**config.mk**
```make
export PLATFORM = sky130hd
export DESIGN_NAME = raw_video_line_packetizer_flat
export DESIGN_NICKNAME = d
export VERILOG_FILES = /design/src/rtl/rvlp_pkg.sv /design/src/rtl/rvlp_if.sv /design/src/rtl/raw_video_line_packetizer.sv /design/src/flat_wrapper.sv
export SDC_FILE = /design/constraint.sdc
export NUM_CORES = 2
export LEC_CHECK = 0
export BUFFER_PORTS_ARGS = -buffer_cell sky130_fd_sc_hd__buf_2
export CAP_MARGIN = 5
export CORE_ASPECT_RATIO = 1.4
export CORE_UTILIZATION = 35
export CTS_CLUSTER_DIAMETER = 60
export DETAILED_ROUTE_END_ITERATION = 6
export PLACE_DENSITY = 0.59
export SYNTH_ARGS = -nofsm -noshare
export SYNTH_HDL_FRONTEND = slang
export SYNTH_SLANG_ARGS = --single-unit
```
**constraint.sdc**
```tcl
create_clock -name clk -period 7.45 [get_ports clk]
set_input_delay 2.235 -clock clk [delete_from_list [all_inputs] [get_ports clk]]
set_output_delay 2.235 -clock clk [all_outputs]
set_load 0.03 [all_outputs]
```
**src/rtl/rvlp_pkg.sv**
```systemverilog
// shared types and constants of the raw video line packetizer
package rvlp_pkg;

	localparam int LUMA_W    = 8;
	localparam int FRAME_W   = 32;
	localparam int WORD_W    = 16;
	localparam int WIDTH_W   = 10;
	localparam int HEIGHT_W  = 16;
	localparam int TICKS_W   = 25;
	localparam int LINE_W    = 15;
	localparam int SEQ_W     = 32;
	localparam int TS_W      = 32;
	localparam int TS_FRAC   = 8;
	localparam int PROD_W    = TS_W + TS_FRAC;
	localparam int CNT_W     = 4;
	localparam int APB_AW    = 4;
	localparam int APB_DW    = 32;

	// register indexes (byte address = 4 * index)
	localparam logic [1:0] REG_LINE_WIDTH   = 2'd0;
	localparam logic [1:0] REG_FRAME_HEIGHT = 2'd1;
	localparam logic [1:0] REG_TICKS        = 2'd2;

	localparam logic [WIDTH_W-1:0]  LINE_WIDTH_RST   = 10'd400;
	localparam logic [HEIGHT_W-1:0] FRAME_HEIGHT_RST = 16'd400;
	localparam logic [TICKS_W-1:0]  TICKS_RST        = 25'd256000;

	localparam logic [7:0] VERSION_BYTE   = 8'h80;
	localparam logic [7:0] PAYLOAD_TYPE   = 8'h7F;
	localparam logic [7:0] MARKER_BIT     = 8'h80;
	localparam logic [7:0] CHROMA_NEUTRAL = 8'h80;
	localparam logic [7:0] PAD_BYTE       = 8'h00;

	// word positions within one line start burst
	localparam logic [CNT_W-1:0] W_VER     = 4'd0;
	localparam logic [CNT_W-1:0] W_SEQ_LO  = 4'd1;
	localparam logic [CNT_W-1:0] W_TS_HI   = 4'd2;
	localparam logic [CNT_W-1:0] W_TS_LO   = 4'd3;
	localparam logic [CNT_W-1:0] W_SSRC_HI = 4'd4;
	localparam logic [CNT_W-1:0] W_SSRC_LO = 4'd5;
	localparam logic [CNT_W-1:0] W_SEQ_HI  = 4'd6;
	localparam logic [CNT_W-1:0] W_LEN     = 4'd7;
	localparam logic [CNT_W-1:0] W_LINE    = 4'd8;
	localparam logic [CNT_W-1:0] W_OFFSET  = 4'd9;
	localparam logic [CNT_W-1:0] W_PIXEL   = 4'd10;

	typedef struct packed {
		logic [LUMA_W-1:0]  luma;
		logic [FRAME_W-1:0] frame_number;
		logic               hdr;
		logic               last_row;
		logic               end_line;
		logic [SEQ_W-1:0]   seq;
		logic [LINE_W-1:0]  line;
	} item_t;

endpackage

```
**src/rtl/rvlp_if.sv**
```systemverilog
// stream interfaces for pixels in and packet words out
interface rvlp_pixel_if;
	logic                         valid;
	logic                         ready;
	logic [rvlp_pkg::LUMA_W-1:0]  luma;
	logic [rvlp_pkg::FRAME_W-1:0] frame_number;

	modport source (output valid, luma, frame_number, input ready);
	modport sink (input valid, luma, frame_number, output ready);
endinterface

interface rvlp_word_if;
	logic                        valid;
	logic                        ready;
	logic [rvlp_pkg::WORD_W-1:0] packet_word;
	logic                        end_of_packet;
	logic                        last_of_run;

	modport source (output valid, packet_word, end_of_packet, last_of_run, input ready);
	modport sink (input valid, packet_word, end_of_packet, last_of_run, output ready);
endinterface

```
**src/rtl/raw_video_line_packetizer.sv**
```systemverilog
// raw video line packetizer: pixels in, rtp raw video packet words out
// a pixel is registered in the input stage, then in the word emitter stage, before its first word is offered
// throughput: one pixel per cycle mid-line while the output is ready; a line's first pixel
// is held for ten header words and its pixel word, set by the single word output port
// reset: line position, sequence count and stages clear; registers take defaults
module raw_video_line_packetizer (
	input  logic                          clk,
	input  logic                          arst_n,
	rvlp_pixel_if.sink                    pix,
	rvlp_word_if.source                   pkt,
	input  logic                          psel,
	input  logic                          penable,
	input  logic                          pwrite,
	input  logic [rvlp_pkg::APB_AW-1:0]   paddr,
	input  logic [rvlp_pkg::APB_DW-1:0]   pwdata,
	output logic [rvlp_pkg::APB_DW-1:0]   prdata,
	output logic                          pready
);

	logic [rvlp_pkg::WIDTH_W-1:0]  line_width_q;
	logic [rvlp_pkg::HEIGHT_W-1:0] frame_height_q;
	logic [rvlp_pkg::TICKS_W-1:0]  ticks_q;

	logic [rvlp_pkg::SEQ_W-1:0]    seq_q;
	logic [rvlp_pkg::LINE_W-1:0]   line_q;
	logic [rvlp_pkg::WIDTH_W-1:0]  col_q;

	logic                          valid_s1;
	rvlp_pkg::item_t               item_s1;
	logic                          valid_s2;
	rvlp_pkg::item_t               item_s2;
	logic [rvlp_pkg::TS_W-1:0]     ts_s2;
	logic [rvlp_pkg::CNT_W-1:0]    cnt_s2;

	logic                          wr_en;
	logic [1:0]                    reg_idx;
	logic [rvlp_pkg::WIDTH_W-1:0]  w_eff;
	logic [rvlp_pkg::HEIGHT_W-1:0] h_eff;
	logic                          last_row;
	logic                          end_line;
	logic                          in_fire;
	logic                          s2_done;
	logic                          s1_move;
	logic [rvlp_pkg::PROD_W-1:0]   prod;

	// apb port
	assign pready  = 1'b1;
	assign reg_idx = paddr[rvlp_pkg::APB_AW-1:2];
	assign wr_en   = psel & penable & pwrite;

	always_comb begin
		case (reg_idx)
			rvlp_pkg::REG_LINE_WIDTH:   prdata = {22'd0, line_width_q};
			rvlp_pkg::REG_FRAME_HEIGHT: prdata = {16'd0, frame_height_q};
			rvlp_pkg::REG_TICKS:        prdata = {7'd0, ticks_q};
			default:                    prdata = '0;
		endcase
	end

	always_ff @(posedge clk or negedge arst_n) begin
		if (!arst_n) begin
			line_width_q   <= rvlp_pkg::LINE_WIDTH_RST;
			frame_height_q <= rvlp_pkg::FRAME_HEIGHT_RST;
			ticks_q        <= rvlp_pkg::TICKS_RST;
		end else if (wr_en) begin
			case (reg_idx)
				rvlp_pkg::REG_LINE_WIDTH:   line_width_q   <= pwdata[rvlp_pkg::WIDTH_W-1:0];
				rvlp_pkg::REG_FRAME_HEIGHT: frame_height_q <= pwdata[rvlp_pkg::HEIGHT_W-1:0];
				rvlp_pkg::REG_TICKS:        ticks_q        <= pwdata[rvlp_pkg::TICKS_W-1:0];
				default: ;
			endcase
		end
	end

	// line position, a zero size acts as one
	assign w_eff     = (line_width_q == '0) ? 10'd1 : line_width_q;
	assign h_eff     = (frame_height_q == '0) ? 16'd1 : frame_height_q;
	assign last_row  = ({1'b0, line_q} + 16'd1) >= h_eff;
	assign end_line  = ({1'b0, col_q} + 11'd1) >= {1'b0, w_eff};

	assign s2_done = valid_s2 & pkt.ready & (cnt_s2 == rvlp_pkg::W_PIXEL);
	assign s1_move = !valid_s2 || s2_done;
	assign pix.ready = !valid_s1 || s1_move;
	assign in_fire = pix.valid & pix.ready;

	always_ff @(posedge clk or negedge arst_n) begin
		if (!arst_n) begin
			seq_q  <= '0;
			line_q <= '0;
			col_q  <= '0;
		end else if (in_fire) begin
			if (end_line) begin
				col_q <= '0;
				seq_q <= seq_q + 32'd1;
				line_q <= last_row ? '0 : line_q + 15'd1;
			end else begin
				col_q <= col_q + 10'd1;
			end
		end
	end

	// input stage
	always_ff @(posedge clk or negedge arst_n) begin
		if (!arst_n) begin
			valid_s1 <= 1'b0;
		end else if (pix.ready) begin
			valid_s1 <= pix.valid;
		end
	end

	always_ff @(posedge clk) begin
		if (in_fire) begin
			item_s1.luma         <= pix.luma;
			item_s1.frame_number <= pix.frame_number;
			item_s1.hdr          <= (col_q == '0);
			item_s1.last_row     <= last_row;
			item_s1.end_line     <= end_line;
			item_s1.seq          <= seq_q;
			item_s1.line         <= line_q;
		end
	end

	// timestamp, only the low 40 bits of the product matter
	assign prod = rvlp_pkg::PROD_W'({15'd0, ticks_q} * {8'd0, item_s1.frame_number});

	// word emitter stage
	always_ff @(posedge clk or negedge arst_n) begin
		if (!arst_n) begin
			valid_s2 <= 1'b0;
			cnt_s2   <= rvlp_pkg::W_VER;
		end else if (s1_move) begin
			valid_s2 <= valid_s1;
			cnt_s2   <= item_s1.hdr ? rvlp_pkg::W_VER : rvlp_pkg::W_PIXEL;
		end else if (pkt.ready) begin
			cnt_s2 <= cnt_s2 + 4'd1;
		end
	end

	always_ff @(posedge clk) begin
		if (s1_move && valid_s1) begin
			item_s2 <= item_s1;
			ts_s2   <= prod[rvlp_pkg::PROD_W-1:rvlp_pkg::TS_FRAC];
		end
	end

	assign pkt.valid         = valid_s2;
	assign pkt.last_of_run   = (cnt_s2 == rvlp_pkg::W_PIXEL);
	assign pkt.end_of_packet = (cnt_s2 == rvlp_pkg::W_PIXEL) & item_s2.end_line;

	always_comb begin
		case (cnt_s2)
			rvlp_pkg::W_VER: pkt.packet_word = {rvlp_pkg::VERSION_BYTE,
				(item_s2.last_row ? rvlp_pkg::MARKER_BIT : rvlp_pkg::PAD_BYTE)
				| rvlp_pkg::PAYLOAD_TYPE};
			rvlp_pkg::W_SEQ_LO:  pkt.packet_word = item_s2.seq[15:0];
			rvlp_pkg::W_TS_HI:   pkt.packet_word = ts_s2[31:16];
			rvlp_pkg::W_TS_LO:   pkt.packet_word = ts_s2[15:0];
			rvlp_pkg::W_SSRC_HI: pkt.packet_word = {rvlp_pkg::PAD_BYTE, rvlp_pkg::PAD_BYTE};
			rvlp_pkg::W_SSRC_LO: pkt.packet_word = {rvlp_pkg::PAD_BYTE, rvlp_pkg::PAD_BYTE};
			rvlp_pkg::W_SEQ_HI:  pkt.packet_word = item_s2.seq[31:16];
			rvlp_pkg::W_LEN:     pkt.packet_word = {5'd0, w_eff, 1'b0};
			rvlp_pkg::W_LINE:    pkt.packet_word = {1'b0, item_s2.line};
			rvlp_pkg::W_OFFSET:  pkt.packet_word = {rvlp_pkg::PAD_BYTE, rvlp_pkg::PAD_BYTE};
			rvlp_pkg::W_PIXEL:   pkt.packet_word = {rvlp_pkg::CHROMA_NEUTRAL, item_s2.luma};
			default:             pkt.packet_word = '0;
		endcase
	end

endmodule
```
**src/flat_wrapper.sv**
```systemverilog
// flat-port wrapper written by rule: the top's interface ports become plain ports
module raw_video_line_packetizer_flat 
  (clk, arst_n, psel, penable, pwrite, paddr, pwdata, prdata, pready, pix_valid, pix_luma, pix_frame_number, pix_ready, pkt_valid, pkt_packet_word, pkt_end_of_packet, pkt_last_of_run, pkt_ready);
  rvlp_pixel_if pix_i ();
  rvlp_word_if pkt_i ();
  input  logic clk;
  input  logic arst_n;
  input  logic psel;
  input  logic penable;
  input  logic pwrite;
  input  logic [rvlp_pkg::APB_AW-1:0] paddr;
  input  logic [rvlp_pkg::APB_DW-1:0] pwdata;
  output logic [rvlp_pkg::APB_DW-1:0] prdata;
  output logic pready;
  input wire logic [$bits(pix_i.valid)-1:0] pix_valid;
  input wire logic [$bits(pix_i.luma)-1:0] pix_luma;
  input wire logic [$bits(pix_i.frame_number)-1:0] pix_frame_number;
  output wire logic [$bits(pix_i.ready)-1:0] pix_ready;
  output wire logic [$bits(pkt_i.valid)-1:0] pkt_valid;
  output wire logic [$bits(pkt_i.packet_word)-1:0] pkt_packet_word;
  output wire logic [$bits(pkt_i.end_of_packet)-1:0] pkt_end_of_packet;
  output wire logic [$bits(pkt_i.last_of_run)-1:0] pkt_last_of_run;
  input wire logic [$bits(pkt_i.ready)-1:0] pkt_ready;
  assign pix_i.valid = pix_valid;
  assign pix_i.luma = pix_luma;
  assign pix_i.frame_number = pix_frame_number;
  assign pix_ready = pix_i.ready;
  assign pkt_valid = pkt_i.valid;
  assign pkt_packet_word = pkt_i.packet_word;
  assign pkt_end_of_packet = pkt_i.end_of_packet;
  assign pkt_last_of_run = pkt_i.last_of_run;
  assign pkt_i.ready = pkt_ready;
  raw_video_line_packetizer u_core (.clk(clk), .arst_n(arst_n), .pix(pix_i), .pkt(pkt_i), .psel(psel), .penable(penable), .pwrite(pwrite), .paddr(paddr), .pwdata(pwdata), .prdata(prdata), .pready(pready));
endmodule
```
==> impl_metrics.csv <==
group,metric,value,unit
grt,grt_first_pass_wirelength,133000,um
setup_path,path_class,"reg -> reg",
run_status,status,"finished clean",
yosys,ys_top_cells_by_count,"inv_1 (640), fa_1 (553), nand2_1 (421), and2_1 (364), edfxtp_1 (179)",
detailed_routing,num_vias,21000,
setup_path,required,7.77,ns
floorplanning,fp.dieW,257,um
timing,finalCritPeriodShare,96.3,%
yosys,synthDominantCellAreaShare,34.6,%
yosys,ys.flop_type,"edfxtp_1",
yosys,yosys.area.top_type,"fa_1",
floorplanning,rows,130,
finish,fillers,8894,
worst_hold_path,hold_end,"u_core.item_s2[16]$_DFFE_PP_",
worst_hold_path,min_from,"u_core.item_s1[16]$_DFFE_PP_",
flow_run,drv_cap,0,
floorplanning,core,0.0901,sq mm
clock_tree,cts_tree,"yes",
timing,worst_clock_skew,0.0482,ns
yosys,async_flop_share,38.9,%
grt,grt_overflow,0,
clock_tree,cts_sinks,293,
timing,finalHoldViolations,0,
timing,finalSetupViolations,0,
setup_path,cp.arrival,7.50,ns
floorplanning,die_y,360,um
timing,worst_pin_slew,1.15,ns
detailed_routing,via_per_inst,4.72,
yosys,synthDistinctLibCells,67,
setup_path,reg2reg_slack,0.27,ns
grt,grt_pass1_vias,23000,
detailed_routing,ant_nets,0,
clock_tree,numCtsBuffers,37,
timing,fmax,139,MHz
setup_path,end_kind,"flip-flop",
yosys,synth.yosys.seq_area_share,25.8,%
setup_path,reg2reg_to,"u_core.ts_s2[31]$_DFFE_PP_",
clock_tree,cts-root-buf,"clkbuf_16",
grt,grt_max_degree,88,
timing,rsz0062_at_grt,"false",
yosys,synth.area.top_cells,"fa_1 (35%), edfxtp_1 (17%), dfrtp_1 (8.0%)",
clock_tree,cts_max_level,2,
setup_path,r2r_cells,23,
finish,area_growth,11.3,%
yosys,synthCells,3123,
detailed_routing,dr.pass1.iters,5,
grt,antenna_found_initial,5,
detailed_routing,drc,0,
timing,period_needed,7.18,ns
floorplanning,ios,136,
timing,relSlewSlack,23.6,%
finish,stdcell_area,0.0356,sq mm
finish,multi_input_area,0.0207,sq mm
worst_hold_path,hp-class,"reg -> reg",
placement,postPlaceCellArea,0.0342,sq mm
placement,numPortBuffers,118,
yosys,synth_area,0.0320,sq mm
setup_path,reg2reg_from,"u_core.ticks_q[8]$_DFFE_PN0P_",
yosys,synth_edf_count,179,
placement,routabilityCongestion,0.851,
clock_tree,cts.clk_slew.worst_paths,0.06,ns
yosys,ys_seq_elements,293,
yosys,synth_most_common_cell,"inv_1",
floorplanning,start_util,35.5,%
finish,finalCoreUtilization,39.5,%
setup_path,cp_max_fo,11,
detailed_routing,routed_wl,83000,um
worst_hold_path,holdPathStages,0,
finish,regArea,0.00826,sq mm
finish,nNetsFinal,4018,
detailed_routing,drt-initial-drc-count,949,
detailed_routing,wl_per_cell,18.7,um
timing,tns,0,ns
timing,hold_ws,0.404,ns
clock_tree,clk_latency,0.60,ns
floorplanning,die-area,0.0926,sq mm
placement,hpwlAfterDp,69200,um
yosys,yosys_warnings,0,
finish,drive_gt1_share,11.1,%
timing,slew_violations,0,
clock_tree,clockBufferDepth,3,
setup_path,worstSetupStartpointType,"flip-flop",
yosys,syn_avg_cell_area,10.2,sq um
grt,track_usage,18.6,%
-- per-layer routing --
| metal | track usage, % | part of all wire, % | up-vias |
|---|---|---|---|
| met2 | 32.3 | 51 | 434 |
| met3 | 1.99 | 3.4 | 149 |
| met4 | 8.55 | 4.6 | 0 |
| met5 | 0 | 0 | - |
| li1 | - | - | 9668 |
| met1 | 23.2 | 41 | 10800 |
-- cell usage in the layout, fill, tap and decap left out, drive strengths merged, types with 10 or more instances in the layout --
master and count:
inv 646, nor2 32, clkinv 10, and2 364
and3 16, ha 149, edfxtp 179, xnor2 92
nand2b 13, buf 228, a21o 13, dfstp 12
a21oi 35, mux2 36, mux2i 10, o21ai 75
xor2 23, dfrtp 102, nand4 19, clkbuf 45
fa 553, nand2 422, a22oi 27, nand3 42
a22o 11
-- cell families after synthesis --
kind of cell             count (synthesis)  synth area share, %
AND/OR/NAND/NOR                        954                 15.1
buffers and inverters                  804                 9.59
adder cells (fa/ha/maj)                702                 40.4
flip-flops                             293                 25.8
AO/OA/AOI/OAI                          207                 4.32
XOR/XNOR                               115                 3.15
multiplexers                            46                 1.58
other                                    2               0.0235
-- per-stage QoR --
step	setup slack, ns	cells
floorplan	0.537	3129
global placement	0.220	4374
detailed placement	0.237	4374
CTS	0.165	4442
global route	0.00292	4452
finish	0.274	4452
-- critical path, cell delays in order (launching register included) --
cell and delay [ns]:
dfrtp_1 0.65, buf_4 0.28, and2_1 0.17, fa_1 0.46, fa_1 0.51, inv_1 0.05, fa_1 0.46, fa_1 0.50
fa_1 0.59, inv_1 0.06, fa_1 0.48, inv_1 0.05, fa_1 0.48, inv_1 0.04, ha_1 0.33, nand3_1 0.11
o211ai_1 0.15, a2111oi_2 0.49, o32a_1 0.22, nand2_1 0.09, a211o_1 0.32, a21oi_2 0.18, o21ba_2 0.15, xnor2_1 0.06
-- sequential cells by signal (all words and copies together) (netlist names) --
register,cells
u_core.frame_height_q,16
u_core.item_s1,90
u_core.valid_s1,1
u_core.seq_q,32
u_core.line_width_q,10
u_core.col_q,10
u_core.cnt_s2,4
u_core.pkt.valid,1
u_core.ticks_q,25
u_core.line_q,15
u_core.item_s2,57
u_core.ts_s2,32
-- area by class of cell --
type	count	area share [%]
antenna	2	0.0141
clock inverter	23	0.872
inverter	641	6.77
multi-input combinational	2032	58.2
tap	1188	4.18
timing repair buffer	228	4.06
clock buffer	45	2.74
sequential	293	23.2
-- timing repair --
action | 4_1_cts | 5_1_grt
gates resized for setup | 0 | 7
hold buffers | 0 | 0
endpoints found under the hold margin | 0 | 0
setup buffers | 0 | 8
setup endpoints to repair | 0 | 5
-- how the worst max path moves through the flow --
stage                                         from                         end  depth (start not counted)
floorplan           u_core.ticks_q[16]$_DFFE_PN1P_  u_core.ts_s2[31]$_DFFE_PP_                         25
global placement     u_core.ticks_q[4]$_DFFE_PN0P_  u_core.ts_s2[31]$_DFFE_PP_                         24
detailed placement   u_core.ticks_q[4]$_DFFE_PN0P_  u_core.ts_s2[31]$_DFFE_PP_                         24
CTS                  u_core.ticks_q[4]$_DFFE_PN0P_  u_core.ts_s2[31]$_DFFE_PP_                         24
global route          u_core.item_s1[68]$_DFFE_PP_  u_core.ts_s2[31]$_DFFE_PP_                         23
finish               u_core.ticks_q[8]$_DFFE_PN0P_  u_core.ts_s2[31]$_DFFE_PP_                         23
Power is left out: the tool's default activity adds up to more than one toggle a clock period on the data nets, which glitch-free logic cannot reach.
